[config.mk]
export PLATFORM = sky130hd
export DESIGN_NAME = comment_whitespace_stripper
export DESIGN_NICKNAME = d
export VERILOG_FILES = /design/src/hw/rtl/cws_pkg.sv /design/src/hw/rtl/cws_scan.sv /design/src/hw/rtl/cws_drain.sv /design/src/hw/rtl/comment_whitespace_stripper.sv
export VERILOG_INCLUDE_DIRS = /design/src /design/src/hw/rtl
export SDC_FILE = /design/constraint.sdc
export NUM_CORES = 1
export LEC_CHECK = 0
export BUFFER_PORTS_ARGS = -buffer_cell sky130_fd_sc_hd__clkbuf_2
export CELL_PAD_IN_SITES_DETAIL_PLACEMENT = 0
export CELL_PAD_IN_SITES_GLOBAL_PLACEMENT = 1
export CORE_ASPECT_RATIO = 1.2
export CORE_UTILIZATION = 49
export DETAILED_ROUTE_END_ITERATION = 8
export GPL_ROUTABILITY_DRIVEN = 0
export PLACE_DENSITY = 0.92
export REMOVE_ABC_BUFFERS = 1
export SYNTH_ARGS = -nofsm -noshare
export SYNTH_HDL_FRONTEND = slang
export SYNTH_SLANG_ARGS = --single-unit
export TNS_END_PERCENT = 10
[constraint.sdc]
create_clock -name clk -period 5.9 [get_ports clk]
set_input_delay 0.295 -clock clk [delete_from_list [all_inputs] [get_ports clk]]
set_output_delay 0.295 -clock clk [all_outputs]
set_load 0.02 [all_outputs]
[src/hw/rtl/assert_macros.svh]
// Assertion macros shared by the stripper RTL files.
// Each macro expects signals named clk and arst_n in the module that uses it.
`ifndef ASSERT_MACROS_SVH
`define ASSERT_MACROS_SVH
`ifndef SYNTHESIS
// Same-cycle implication, checked at every rising edge outside reset.
`define CWS_ASSERT_IMP(lbl, ante, cons) \
	lbl: assert property (@(posedge clk) disable iff (!arst_n) (ante) |-> (cons)) \
		else $error("%m: check failed");
// Next-cycle implication, checked at every rising edge outside reset.
`define CWS_ASSERT_NXT(lbl, ante, cons) \
	lbl: assert property (@(posedge clk) disable iff (!arst_n) (ante) |=> (cons)) \
		else $error("%m: check failed");
`else
`define CWS_ASSERT_IMP(lbl, ante, cons)
`define CWS_ASSERT_NXT(lbl, ante, cons)
`endif
`endif

[src/hw/rtl/cws_pkg.sv]
// Package for the comment and whitespace stripper: scan modes, result kinds,
// character constants and the result pack handed from scanner to output stage.
// No dependencies.
package cws_pkg;

	localparam int unsigned MAX_RESULTS = 3;

	localparam logic [7:0] CH_SLASH  = 8'h2F;
	localparam logic [7:0] CH_STAR   = 8'h2A;
	localparam logic [7:0] CH_BSLASH = 8'h5C;
	localparam logic [7:0] CH_LF     = 8'h0A;
	localparam logic [7:0] CH_CR     = 8'h0D;
	localparam logic [7:0] CH_TAB    = 8'h09;
	localparam logic [7:0] CH_SPACE  = 8'h20;
	localparam logic [7:0] CH_SQUOTE = 8'h27;
	localparam logic [7:0] CH_DQUOTE = 8'h22;

	typedef enum logic [2:0] {
		MODE_NORMAL = 3'd0,
		MODE_SLASH  = 3'd1,
		MODE_LINE   = 3'd2,
		MODE_BLOCK  = 3'd3,
		MODE_BSTAR  = 3'd4,
		MODE_STRING = 3'd5,
		MODE_ESC    = 3'd6,
		MODE_FAILED = 3'd7
	} mode_t;

	typedef enum logic [1:0] {
		KIND_DATA   = 2'd0,
		KIND_GOOD   = 2'd1,
		KIND_REJECT = 2'd2
	} kind_t;

	typedef struct packed {
		logic [7:0] data;
		kind_t      kind;
	} result_t;

	typedef struct packed {
		logic [1:0]                      count;
		result_t [MAX_RESULTS-1:0]       item;
	} pack_t;

	typedef struct packed {
		logic  valid;
		pack_t pack;
	} handoff_t;

endpackage

[src/hw/rtl/cws_scan.sv]
// Scanner stage: input register, scan mode register and the per-byte decode
// that produces up to three results. Depends on cws_pkg and assert_macros.svh.
`include "assert_macros.svh"

module cws_scan (
	input  logic              clk,
	input  logic              arst_n,
	input  logic              in_valid,
	output logic              in_ready,
	input  logic [7:0]        in_byte,
	input  logic              in_final,
	input  logic              pack_free,
	output cws_pkg::handoff_t hand
);
	import cws_pkg::*;

	logic       valid_s1;
	logic [7:0] byte_s1;
	logic       final_s1;
	mode_t      mode_q;
	logic       qdbl_q;

	logic       advance;
	mode_t      mode_d;
	logic       qdbl_d;
	logic       emit_slash;
	logic       emit_byte;
	logic       do_normal;
	logic       fin_slash;
	logic       bad;
	logic [7:0] quote;
	pack_t      pack_d;

	assign advance  = valid_s1 && pack_free;
	assign in_ready = !valid_s1 || pack_free;

	always_ff @(posedge clk or negedge arst_n) begin
		if (!arst_n) begin
			valid_s1 <= 1'b0;
		end else if (in_ready) begin
			valid_s1 <= in_valid;
		end
	end

	always_ff @(posedge clk) begin
		if (in_ready && in_valid) begin
			byte_s1  <= in_byte;
			final_s1 <= in_final;
		end
	end

	always_ff @(posedge clk or negedge arst_n) begin
		if (!arst_n) begin
			mode_q <= MODE_NORMAL;
			qdbl_q <= 1'b0;
		end else if (advance) begin
			mode_q <= mode_d;
			qdbl_q <= qdbl_d;
		end
	end

	always_comb begin
		quote      = qdbl_q ? CH_DQUOTE : CH_SQUOTE;
		mode_d     = mode_q;
		qdbl_d     = qdbl_q;
		emit_slash = 1'b0;
		emit_byte  = 1'b0;
		do_normal  = 1'b0;

		unique case (mode_q)
			MODE_NORMAL: do_normal = 1'b1;
			MODE_SLASH: begin
				if (byte_s1 == CH_SLASH) begin
					mode_d = MODE_LINE;
				end else if (byte_s1 == CH_STAR) begin
					mode_d = MODE_BLOCK;
				end else begin
					emit_slash = 1'b1;
					do_normal  = 1'b1;
				end
			end
			MODE_LINE: begin
				if (byte_s1 == CH_LF) mode_d = MODE_NORMAL;
			end
			MODE_BLOCK: begin
				if (byte_s1 == CH_STAR) mode_d = MODE_BSTAR;
			end
			MODE_BSTAR: begin
				if (byte_s1 == CH_SLASH) begin
					mode_d = MODE_NORMAL;
				end else if (byte_s1 != CH_STAR) begin
					mode_d = MODE_BLOCK;
				end
			end
			MODE_STRING: begin
				if (byte_s1 == CH_LF || byte_s1 == CH_CR) begin
					mode_d = MODE_FAILED;
				end else begin
					emit_byte = 1'b1;
					if (byte_s1 == CH_BSLASH) begin
						mode_d = MODE_ESC;
					end else if (byte_s1 == quote) begin
						mode_d = MODE_NORMAL;
					end
				end
			end
			MODE_ESC: begin
				emit_byte = 1'b1;
				mode_d    = MODE_STRING;
			end
			MODE_FAILED: begin
				mode_d = MODE_FAILED;
			end
		endcase

		// Plain text handling, also reached after a held slash that opened nothing.
		if (do_normal) begin
			priority if (byte_s1 == CH_SQUOTE || byte_s1 == CH_DQUOTE) begin
				qdbl_d    = (byte_s1 == CH_DQUOTE);
				emit_byte = 1'b1;
				mode_d    = MODE_STRING;
			end else if (byte_s1 == CH_SLASH) begin
				mode_d = MODE_SLASH;
			end else if (byte_s1 == CH_SPACE || byte_s1 == CH_TAB ||
			             byte_s1 == CH_LF || byte_s1 == CH_CR) begin
				mode_d = MODE_NORMAL;
			end else begin
				emit_byte = 1'b1;
				mode_d    = MODE_NORMAL;
			end
		end

		// A slash still held at the end of the source is flushed as text.
		fin_slash = final_s1 && (mode_d == MODE_SLASH);
		bad = (mode_d == MODE_BLOCK) || (mode_d == MODE_BSTAR) ||
		      (mode_d == MODE_STRING) || (mode_d == MODE_ESC) ||
		      (mode_d == MODE_FAILED);
		if (final_s1) begin
			mode_d = MODE_NORMAL;
			qdbl_d = 1'b0;
		end

		pack_d = '0;
		if (emit_slash) begin
			pack_d.item[pack_d.count] = '{data: CH_SLASH, kind: KIND_DATA};
			pack_d.count = pack_d.count + 2'd1;
		end
		if (emit_byte || fin_slash) begin
			pack_d.item[pack_d.count] = '{data: (emit_byte ? byte_s1 : CH_SLASH),
			                              kind: KIND_DATA};
			pack_d.count = pack_d.count + 2'd1;
		end
		if (final_s1) begin
			pack_d.item[pack_d.count] = '{data: 8'h00,
			                              kind: (bad ? KIND_REJECT : KIND_GOOD)};
			pack_d.count = pack_d.count + 2'd1;
		end
	end

	assign hand.valid = valid_s1;
	assign hand.pack  = pack_d;

	`CWS_ASSERT_NXT(a_final_resets_mode, advance && final_s1, mode_q == MODE_NORMAL && !qdbl_q)
	`CWS_ASSERT_IMP(a_two_without_end, valid_s1 && !final_s1, pack_d.count != 2'd3)

endmodule

[src/hw/rtl/cws_drain.sv]
// Output stage: holds the result pack of one byte and hands its results out
// one per cycle on the result channel while out_ready is high. Depends on cws_pkg and assert_macros.svh.
`include "assert_macros.svh"

module cws_drain (
	input  logic              clk,
	input  logic              arst_n,
	input  cws_pkg::handoff_t hand,
	output logic              pack_free,
	output logic              out_valid,
	input  logic              out_ready,
	output logic [7:0]        out_byte,
	output logic [1:0]        out_kind,
	output logic              out_last
);
	import cws_pkg::*;

	logic [1:0]                count_q;
	result_t [MAX_RESULTS-1:0] item_q;
	logic                      take;
	logic                      load;

	assign out_valid = (count_q != 2'd0);
	assign take      = out_valid && out_ready;
	assign pack_free = (count_q == 2'd0) || (count_q == 2'd1 && out_ready);
	assign load      = hand.valid && pack_free;

	always_ff @(posedge clk or negedge arst_n) begin
		if (!arst_n) begin
			count_q <= 2'd0;
		end else if (load) begin
			count_q <= hand.pack.count;
		end else if (take) begin
			count_q <= count_q - 2'd1;
		end
	end

	always_ff @(posedge clk) begin
		if (load) begin
			item_q <= hand.pack.item;
		end else if (take) begin
			item_q[0] <= item_q[1];
			item_q[1] <= item_q[2];
		end
	end

	assign out_byte = item_q[0].data;
	assign out_kind = item_q[0].kind;
	assign out_last = (count_q == 2'd1);

	`CWS_ASSERT_IMP(a_report_is_last, out_valid && item_q[0].kind != KIND_DATA, count_q == 2'd1)
	`CWS_ASSERT_NXT(a_count_grows_on_load, !load, count_q <= $past(count_q))

endmodule

[src/hw/rtl/comment_whitespace_stripper.sv]
// Top level of the comment and whitespace stripper.
// Depends on cws_pkg, cws_scan, cws_drain and assert_macros.svh.
//
// Usage: source text enters on the s_axis channel one byte per item, with
// s_axis_tlast high on the last byte of each source. Compacted bytes leave on
// the m_axis channel; m_axis_tuser gives the kind of each result item (data,
// source ended well, source rejected) and m_axis_tlast marks the last result
// caused by one input byte. Comments, spaces, tabs, CR and LF outside quoted
// strings are dropped; quoted text passes unchanged. After a rejected source
// the consumer discards the bytes it already received from that source.
//
// A byte accepted into the input register is decoded from it, and its results are
// loaded into the output register once it is free, from where they are offered.
// Throughput: one byte per cycle while each byte gives at most one result and
// m_axis_tready is high; a byte with more results holds the output register
// until all are taken, and the next byte's results are loaded in the cycle
// its last result is taken.
// Reset clears the input and output registers and returns the scanner to
// plain text mode. When the receiver stalls, the output register holds its
// result and the input register fills, after which s_axis_tready falls.
module comment_whitespace_stripper (
	input  logic       clk,
	input  logic       arst_n,
	input  logic       s_axis_tvalid,
	output logic       s_axis_tready,
	input  logic [7:0] s_axis_tdata,  // [7:0] text_byte
	input  logic       s_axis_tlast,  // final_byte
	output logic       m_axis_tvalid,
	input  logic       m_axis_tready,
	output logic [7:0] m_axis_tdata,  // [7:0] out_byte
	output logic [1:0] m_axis_tuser,  // [1:0] result_kind
	output logic       m_axis_tlast   // run_end
);
	import cws_pkg::*;

	handoff_t hand;
	logic     pack_free;

	// Decode stage: input register plus scan mode state.
	cws_scan u_scan (
		.clk       (clk),
		.arst_n    (arst_n),
		.in_valid  (s_axis_tvalid),
		.in_ready  (s_axis_tready),
		.in_byte   (s_axis_tdata),
		.in_final  (s_axis_tlast),
		.pack_free (pack_free),
		.hand      (hand)
	);

	// Result stage: holds up to three results and serializes them.
	cws_drain u_drain (
		.clk       (clk),
		.arst_n    (arst_n),
		.hand      (hand),
		.pack_free (pack_free),
		.out_valid (m_axis_tvalid),
		.out_ready (m_axis_tready),
		.out_byte  (m_axis_tdata),
		.out_kind  (m_axis_tuser),
		.out_last  (m_axis_tlast)
	);

endmodule

## Word-level counts from Yosys, hierarchy flattened

Cells that the tools add are included.

| storage, ports and cells | value |
|---|---|
| output and inout bits | 13 |
| input port bits | 13 |
| bits in registers | 46 |

| operators by class | value |
|---|---|
| muxes and demuxes | 44 |
| equal/unequal tests | 25 |
| add/sub/neg operators | 3 |
| $lt $le $gt $ge | 4 |
| reductions and logical operators | 27 |

Operators with widths:

| operator | count |
|---|---|
| 32-bit two-way mux | 2 |
| 30-bit bitwise mux | 2 |
| 10-bit demux with 2-bit select | 2 |
| 8-bit by 6-bit == test with 1-bit output (second input constant) | 5 |
| 20-bit two-way mux | 2 |
| 3-bit two-way mux | 13 |
| 3-bit == test (second input constant) | 8 |
| 8-bit by 4-bit == test with 1-bit output (second input constant) | 3 |
| 3-bit one-hot mux with 7 select lines | 1 |
| 10-bit two-way mux | 2 |
| 8-bit two-way mux | 2 |
| 1-bit two-way mux | 13 |
| 1-bit logical OR | 12 |
| 3-bit by 2-bit == test with 1-bit output (second input constant) | 3 |
| 8-bit by 7-bit == test with 1-bit output (second input constant) | 1 |
| 8-bit == test | 1 |
| 8-bit by 6-bit != test with 1-bit output (second input constant) | 1 |
| 2-bit nonzero test | 4 |
| 1-bit logical AND | 7 |
| 3-bit by 1-bit == test with 1-bit output (second input constant) | 2 |
| 2-bit two-way mux | 3 |
| 1-bit one-hot mux with 2 select lines | 2 |
| 3-bit zero test | 1 |
| 1-bit by 3-bit less-than comparator with 1-bit output (second input constant) | 1 |
| other kinds (10) | 10 |

## Depth between registers and ports, before layout

Gate-level depths: netlist (run 1).

| logic depth | value |
|---|---|
| depth in word-level cells | 18 |
| gate-level depth with buffers | 14 |
| gate-level depth less buffers | 12 |

## Hierarchy

A second synthesis (run 1) with hierarchy kept.

| unflattened totals | value |
|---|---|
| cells, all modules | 241 |
| area total of the unflattened synthesis | 2806.4 um^2 |

By module, submodules not included:

| module | sequential area each (um^2) | times used | area each (um^2) | cells an instance |
|---|---|---|---|---|
| cws_drain | 950.9 | 1 | 1487.7 | 81 |
| cws_scan | 395.4 | 1 | 1318.8 | 160 |

## Worst setup path before layout (run 1)

Ideal clock, no wire load.

| path | value |
|---|---|
| path type | register to register |
| start point | register u_scan.byte_s1[4] |
| end point | register u_drain.item_q[12] (netlist bit) (data pin) |
| period minus slack after synthesis | 2987 ps |
| path buffers | 1 |
| setup time | 255 ps |
| required time | 5645 ps |
| stages on the path, launching flop included | 12 |
| arrival time | 2733 ps |
| slack | 2913 ps |
| cells stage by stage | edfxtp_1 -> or4b_1 -> buf_4 -> nor3_4 -> a32oi_1 -> a221oi_2 -> a21o_1 -> inv_1 -> ha_1 -> a21oi_1 -> and3_1 -> and2_1 |

| between the ends | value |
|---|---|
| word-level cells in the longest chain between the ends | 17 |
| elaborated cells on any way between the ends | 60 |
| classes of those cells | add/sub: 1; order compare: 4; eq/ne: 12; mux: 34; reduce/logical: 9 |

Ends and longest elaborated chain:

| what | line | text |
|---|---|---|
| start: declaration | cws_scan.sv:18 | `logic [7:0] byte_s1;` |
| start signal: assignment | cws_scan.sv:47 | `byte_s1 <= in_byte;` |
| 8-bit == test, or another cell as far along | cws_scan.sv:102 | `end else if (byte_s1 == quote) begin` |
| 3-bit two-way mux, or another cell as far along | cws_scan.sv:102 |  |
| 3-bit two-way mux, or another cell as far along | cws_scan.sv:100 | `if (byte_s1 == CH_BSLASH) begin` |
| 3-bit two-way mux, or another cell as far along | cws_scan.sv:96 | `if (byte_s1 == CH_LF \|\| byte_s1 == CH_CR) begin` |
| 3-bit one-hot mux with 7 select lines or 1-bit two-way mux (tied branches) | cws_scan.sv:70, cws_scan.sv:124 |  |
| 3-bit two-way mux or 1-bit two-way mux (tied branches) | cws_scan.sv:117, cws_scan.sv:122 |  |
| 3-bit by 1-bit == test with 1-bit output or 1-bit two-way mux (tied branches) | cws_scan.sv:134, cws_scan.sv:118 |  |
| 1-bit logical AND or 1-bit two-way mux (tied branches) | cws_scan.sv:134, cws_scan.sv:117 |  |
| 1-bit logical OR | cws_scan.sv:148 | `if (emit_byte \|\| fin_slash) begin` |
| 32-bit two-way mux * | cws_scan.sv:148 |  |
| 2-bit by 3-bit less-than comparator with 1-bit output (implied by the code) or 2-bit by 1-bit greater-or-equal comparator with 1-bit output (tied branches) | cws_scan.sv:154 | `pack_d.item[pack_d.count] = '{data: 8'h00,` |
| 1-bit logical AND (implied by the code) | cws_scan.sv:154 |  |
| 10-bit two-way mux | cws_scan.sv:155 | `kind: (bad ? KIND_REJECT : KIND_GOOD)};` |
| 10-bit demux with 2-bit select | -- |  |
| 30-bit bitwise mux | cws_scan.sv:154 |  |
| 32-bit two-way mux * | cws_scan.sv:153 | `if (final_s1) begin` |
| 20-bit two-way mux * | cws_drain.sv:39 | `if (load) begin` |
| end signal: assignment | cws_drain.sv:40 | `item_q <= hand.pack.item;` |
| end: declaration | cws_drain.sv:19 | `result_t [MAX_RESULTS-1:0] item_q;` |

Every way passes the cells marked *; elsewhere a longest branch is shown, timed or not.
A chain may end at the register's enable or synchronous reset.

## Final worst setup path (run 1)

| path | value |
|---|---|
| start point | register u_scan.byte_s1[0] |
| end point | register u_drain.item_q[17] (netlist bit) (data pin) |

Same word-level chain as after synthesis.

==> metrics.txt, run 1 <==
outcome=complete, no violations; Critical R2R Launch=u_scan.byte_s1[0]; top_reg_cell synth=edfxtp_1; die area=0.00483 mm^2; Seq cells post-synth=38; WL per Instance=15.0 um; Mapped Cells=218; CTS H-tree depth=2; CTS buffer count=5; YS warnings=0; hold path startpoint=s_axis_tdata[1]; grt ovf=0; vias in the first global route=1527; initial antenna violation count=0; Placed Cells=277; Max-Cap Viols=0; CP arrival=3500 ps; DRT antenna net count=0; Metal-1 WL=1.86 mm; DRC viols=0; crit start category=flip-flop; min Tclk post-route=3440 ps; # fillers=396; DRT Pass-1 Iters=4; Max Buffers Root-to-Sink=2; vias post-DR=1621; Syn Std Cell Area=0.00223 mm^2; Final nets=247; largest net degree at the start of global routing=23; Clock transition at path regs=80 ps; FF-to-FF End=u_drain.item_q[17]; TNS Setup=0 ps; CTS tree=yes; # setup viols final=0; Die W=63.6 um; met2 WL=2.12 mm; Pins Over Slew Limit=0; library cells used by synthesis=53; CP max FO=18; Vias/cell=5.67; register area share after synthesis=49.6%; IO Count=26; share of layout cells above drive strength 1=19.6%; highest metal used=met4; Worst R2R Setup Slack=2460 ps; RSZ-0062 raised after global routing=no; Worst-Skew Late Latency=300 ps; Cell Pwr Density=561 mW/mm^2; Hold Path Depth=1; die height=75.9 um; fmax=0.290 GHz; first-pass GRT wire length=7.15 mm; DP HPWL=3.10 mm; Core Area=0.00433 mm^2; Leakage=0.957 nW; CTS Root Cell=clkbuf_8; critical path required time=5960 ps; EDFF count, synth=31; WL met3=204 um; HP Class=in -> reg; R2R depth=10; Relative slew margins=48.3%; Final Hold Vio Count=0; final period utilization=58.4%; Post-synth ARST share=18.4%; Initial DRC Count=97; Worst-Margin Slew=774 ps; clock sink count=38; Setup CP Type=reg -> reg; Peak VDD IR=0.000283 V; kind of end point of the critical path=flip-flop; initial core utilization=51.6%; WHS Endpoint=u_scan.byte_s1[1]; Layout Skew=5.88 ps; synthesized area per cell=10.2 um^2; Antenna Cells=0; final cell count without fillers=286; Core Rows=26; area delta synth->final=9.65%; Routed WL=4.30 mm; total global-route track usage=19.2%; count of input and output buffers=25
how the worst max path moves through the flow:
stage,end,slack (ps),from
3_3_place_gp,u_drain.item_q[12],2540,u_scan.byte_s1[0]
4_1_cts,u_drain.item_q[14],2480,u_scan.byte_s1[0]
6_report,u_drain.item_q[17],2460,u_scan.byte_s1[0]
3_5_place_dp,u_drain.item_q[14],2490,u_scan.byte_s1[0]
5_1_grt,u_drain.item_q[18],2230,u_scan.byte_s1[0]
2_1_floorplan,u_drain.item_q[12],2850,u_scan.byte_s1[4]
metal layers:
metal | track usage, % | vias to the layer above
met5 | 0 | -
met4 | 10.7 | 0
met3 | 4.37 | 8
met2 | 30.2 | 51
met1 | 24.2 | 753
li1 | - | 809
cell usage after synthesis, types with 3 or more instances:
master     n  share of area [%]
inv_1      9                1.5
nand3_1    4               0.90
a21oi_1   13                2.9
buf_4     11                3.7
dfrtp_1    7                7.9
o21ai_0   14                3.1
buf_2      3               0.67
nand3b_1   4                1.3
clkbuf_1   8                1.3
nand2b_1   6                1.7
nand2_1   29                4.9
edfxtp_1  31                 42
ha_1       5                2.8
and2_1    11                3.1
nor2_1    11                1.9
cell type report:
class | instances | area (um^2) | share of cell area (%)
Sequential cell | 38 | 1110 | 45.2
Multi-Input combinational cell | 149 | 963 | 39.4
Timing Repair Buffer | 26 | 135 | 5.52
Tap cell | 56 | 70.1 | 2.86
Clock buffer | 5 | 68.8 | 2.81
Clock inverter | 3 | 68.8 | 2.81
Inverter | 9 | 33.8 | 1.38
critical path, cell delays in order (launching register included):
cell       delay (ps)
edfxtp_1          640
or3b_2            540
a2111oi_2         460
o21ai_1           170
a221oi_2          270
a21o_1            210
inv_1              60
ha_1              320
a21oi_1            70
and3_1            290
and2_1            190
through the flow:
| stage | setup WS (ps) | util [%] | hold WS [ps] | cell area (um^2) | power, mW |
|---|---|---|---|---|---|
| 5_1_grt | 2230 | 56.5 | 166 | 2450 | 1.47 |
| 3_5_place_dp | 2490 | 53.1 | 151 | 2300 | 1.11 |
| 2_1_floorplan | 2850 | - | -0.591 | 2100 | 0.946 |
| 6_report | 2460 | 56.5 | 171 | 2450 | 1.37 |
| 4_1_cts | 2480 | 56.5 | 163 | 2450 | 1.38 |
| 3_3_place_gp | 2540 | 53.1 | 144 | 2300 | 1.10 |
layout by cell type, fill, tap and decap left out, types with 4 or more instances in the layout:
master,instances
edfxtp_1,31
nand2_1,29
clkbuf_2,25
o21ai_0,14
a21oi_1,13
and2_1,11
nor2_1,11
inv_1,9
dfrtp_1,7
nand2b_1,6
ha_1,5
clkbuf_8,5
nand3b_1,4
nand3_1,4
power breakdown:
| part | switching, mW | internal (mW) |
|---|---|---|
| Combinational | 0.375 | 0.205 |
| Clock | 0.0956 | 0.169 |
| Sequential | 0.0891 | 0.438 |
kinds of logic after synthesis:
logic type	synth area share, %
AO/OA/AOI/OAI	17.4
XOR/XNOR	1.18
adder cells (fa/ha/maj)	2.80
buffers and inverters	7.23
flip-flops	49.6
multiplexers	0.449
AND/OR/NAND/NOR	21.4
state kept, by name, summed over array words and instances, names as in the netlist, 2 cells and up:
| signal | count |
|---|---|
| u_scan.byte_s1 | 8 |
| u_drain.out_byte | 8 |
| u_scan.mode_q | 3 |
| u_drain.out_kind | 2 |
| u_drain.count_q | 2 |
| u_drain.item_q | 12 |
what timing repair did:
item | CTS | global route
hold endpoints to repair | 7 | 0
hold buffers | 1 | 0
setup buffers | 0 | 0
resized for setup | 0 | 0
(Power assumes the default switching activity.)
==> run 2, diff against run 1 <==
ABC_AREA = 1   (was not set)
CORE_UTILIZATION = 39   (was 49)
PLACE_DENSITY = 0.83   (was 0.92)
clock period = 3.1 ns   (was 5.9 ns; I/O delays follow)
==> metrics.txt, run 2 <==
outcome=finished with violations; failing checks=design-rule violations; YS warnings=0 (unchanged); Post-synth ARST share=18.4% (unchanged); Die W=71.0 um (+12%); IO Count=26 (unchanged); crit start category=flip-flop; Relative slew margins=76.9% (+29 points); count leader, synth=nand2_1; largest net degree at the start of global routing=25 (+8.7%); Metal-1 WL=1.94 mm (+3.9%); Final Hold Vio Count=0 (unchanged); top cell type by total area after synthesis=edfxtp_1; critical path required time=3250 ps (-2710 ps); count of input and output buffers=25 (unchanged); min Tclk post-route=2800 ps (-646 ps); commonest non-fill, non-tap cell in the layout=nand2_1; PnR worst setup slack=302 ps (-2150 ps); CTS tree=yes; Synth area leaders=edfxtp_1 42%, nand2_1 13%, dfrtp_1 7.9%; Syn Std Cell Area=0.00223 mm^2 (about the same); Final nets=310 (+26%); kind of end point of the critical path=flip-flop; Placed Cells=346 (+25%); fmax=0.357 GHz (+23%); share of layout cells above drive strength 1=18.4% (-1.1 points); Routed WL=4.44 mm (+3.3%); Post-Place Worst Slack=332 ps (-2160 ps); met2 WL=2.26 mm (+7.0%); Core Rows=29 (+12%); area delta synth->final=10.3%; DRT Pass-1 Iters=6 (+2); Max Buffers Root-to-Sink=2 (unchanged); top cell type's share of synthesized area=41.8% (about the same); Layout Skew=9.20 ps (+3.33 ps); RSZ-0062 raised after global routing=no; top_reg_cell synth=edfxtp_1; clock sink count=38 (unchanged); initial antenna violation count=0 (unchanged); Clock transition at path regs=80 ps (about the same); total global-route track usage=16.4% (-2.8 points); TNS Setup=0 ps (unchanged); CTS buffer count=5 (unchanged); synthesized area per cell=8.26 um^2 (-19%); die height=84.8 um (+12%); # setup viols final=0 (unchanged); WL met3=161 um (-21%); Pins Over Slew Limit=0 (unchanged); grt ovf=0 (unchanged); DRC viols=4 (+4); library cells used by synthesis=27 (-49%); DRT antenna net count=0 (unchanged); Worst-Skew Late Latency=290 ps (about the same); first-pass GRT wire length=7.65 mm (+7.1%); Post-synth top cells=79 x nand2_1, 35 x nor2_1, 33 x inv_1; Worst-Margin Slew=346 ps (-428 ps); register bank with the most flops=u_drain.item_q; final period utilization=90.3% (+32 points); DP HPWL=3.36 mm (+8.4%); Initial DRC Count=66 (-32%); Seq cells post-synth=38 (unchanged); CP arrival=2950 ps (-550 ps); Max-Cap Viols=0 (unchanged); EDFF count, synth=31 (unchanged); initial core utilization=41.2% (-10 points); Antenna Cells=0 (unchanged); Peak VDD IR=0.000353 V (+25%); die area=0.00603 mm^2 (+25%); Mapped Cells=270 (+24%); Cell Pwr Density=1070 mW/mm^2 (+90%); WL per Instance=12.5 um (-17%); highest metal used=met4; Vias/cell=4.90 (-14%); CTS Root Cell=clkbuf_8; vias post-DR=1740 (+7.3%); commonest non-fill, non-tap cells in the layout=78 x nand2_1, 35 x nor2_1, 33 x inv_1; # fillers=541 (+37%); Setup CP Type=reg -> reg; CTS H-tree depth=2 (unchanged); CP max FO=8 (-10); register area share after synthesis=49.6% (about the same); final core utilization=45.5% (-11 points); final cell count without fillers=355 (+24%); Largest register FFs=12 (unchanged); Core Area=0.00541 mm^2 (+25%); HP Class=in -> reg; Leakage=1.17 nW (+23%); vias in the first global route=1697 (+11%)
==> run 2: cell count changes after synthesis, moves of 3 or more <==
cell | before | now
a21oi_1 | 13 | 9
and2_1 | 11 | 0
buf_2 | 3 | 0
clkbuf_1 | 8 | 2
inv_1 | 9 | 33
nand2_1 | 29 | 79
nand2_2 | 0 | 6
nand2b_1 | 6 | 0
nand3_1 | 4 | 15
nand3b_1 | 4 | 0
nor2_1 | 11 | 35
nor2_2 | 0 | 4
nor3_1 | 0 | 3
==> run 2: power by group <==
part / internal (mW) / total (mW) / switching [mW]
sequential: 0.832 / 0.943 / 0.112
combinational: 0.418 / 1.34 / 0.927
clock: 0.154 / 0.336 / 0.182
==> run 2: final timing paths <==
check | from | end | slack (ps) | cells past startpoint
setup / recovery | u_scan.byte_s1[4] | u_drain.item_q[12] | 300 | 16
hold / removal | s_axis_tdata[2] | u_scan.byte_s1[2] | 30 | 1
setup reg to reg | u_scan.byte_s1[4] | u_drain.item_q[12] | 300 | 16
hold reg to reg | u_scan.valid_s1 | u_scan.valid_s1 | 520 | 2
max in group asynchronous | arst_n | u_drain.count_q[1] | 2660 | 2
min in group asynchronous | arst_n | u_scan.qdbl_q | 250 | 2
==> run 2: cells by family (layout without fill, tap and decap cells) <==
kind of cell	Yosys count	after routing	synth area share (%)
AOI/OAI and AO/OA	29	29	7.52
and+or+nand+nor	151	151	30.3
DFF	38	38	49.6
adders and majority gates	5	5	2.81
buffers and inverters	47	70	9.76
==> run 2: worst max-delay path: stages (launching register included) <==
cell	delay, ps
edfxtp_1	440
inv_1	100
nand2_1	80
nor2_4	230
nand2_4	130
nand3_4	140
nand2_4	80
nor2_1	130
nand2_1	90
nand2_2	90
nand2_2	70
o21bai_4	190
inv_1	60
ha_1	300
a21oi_1	210
nand2_2	160
nor2_1	150
==> run 2: cell type report <==
class                           instances  area [um^2]  area share, %
Sequential cell                        38         1110           45.0
Multi-Input combinational cell        185          912           37.1
Timing Repair Buffer                   28          150           6.11
Inverter                               34          128           5.19
Tap cell                               62         77.6           3.16
Clock buffer                            5         68.8           2.80
Clock inverter                          3         16.3          0.662
==> run 2: routing by layer <==
metal,up-vias,track usage [%]
met2,49,30.0
met3,7,3.56
met5,-,0
li1,903,-
met1,781,18.6
met4,0,6.18
==> run 2: what timing repair did <==
action                     in CTS  in global routing
hold buffers                    1                  0
setup endpoints to repair       0                  3
hold endpoints to repair        7                  0
setup buffers                   0                  0
gates resized for setup         0                  1
==> run 2: per-stage QoR <==
step                      power, mW  hold slack, ps  area (um^2)
after CTS                      2.64            27.6         2460
after global placement         2.29            17.3         2360
after detailed placement       2.30            19.9         2360
after global routing           2.86            23.9         2460
final                          2.62            33.4         2460
after floorplan                1.93            -141         2140
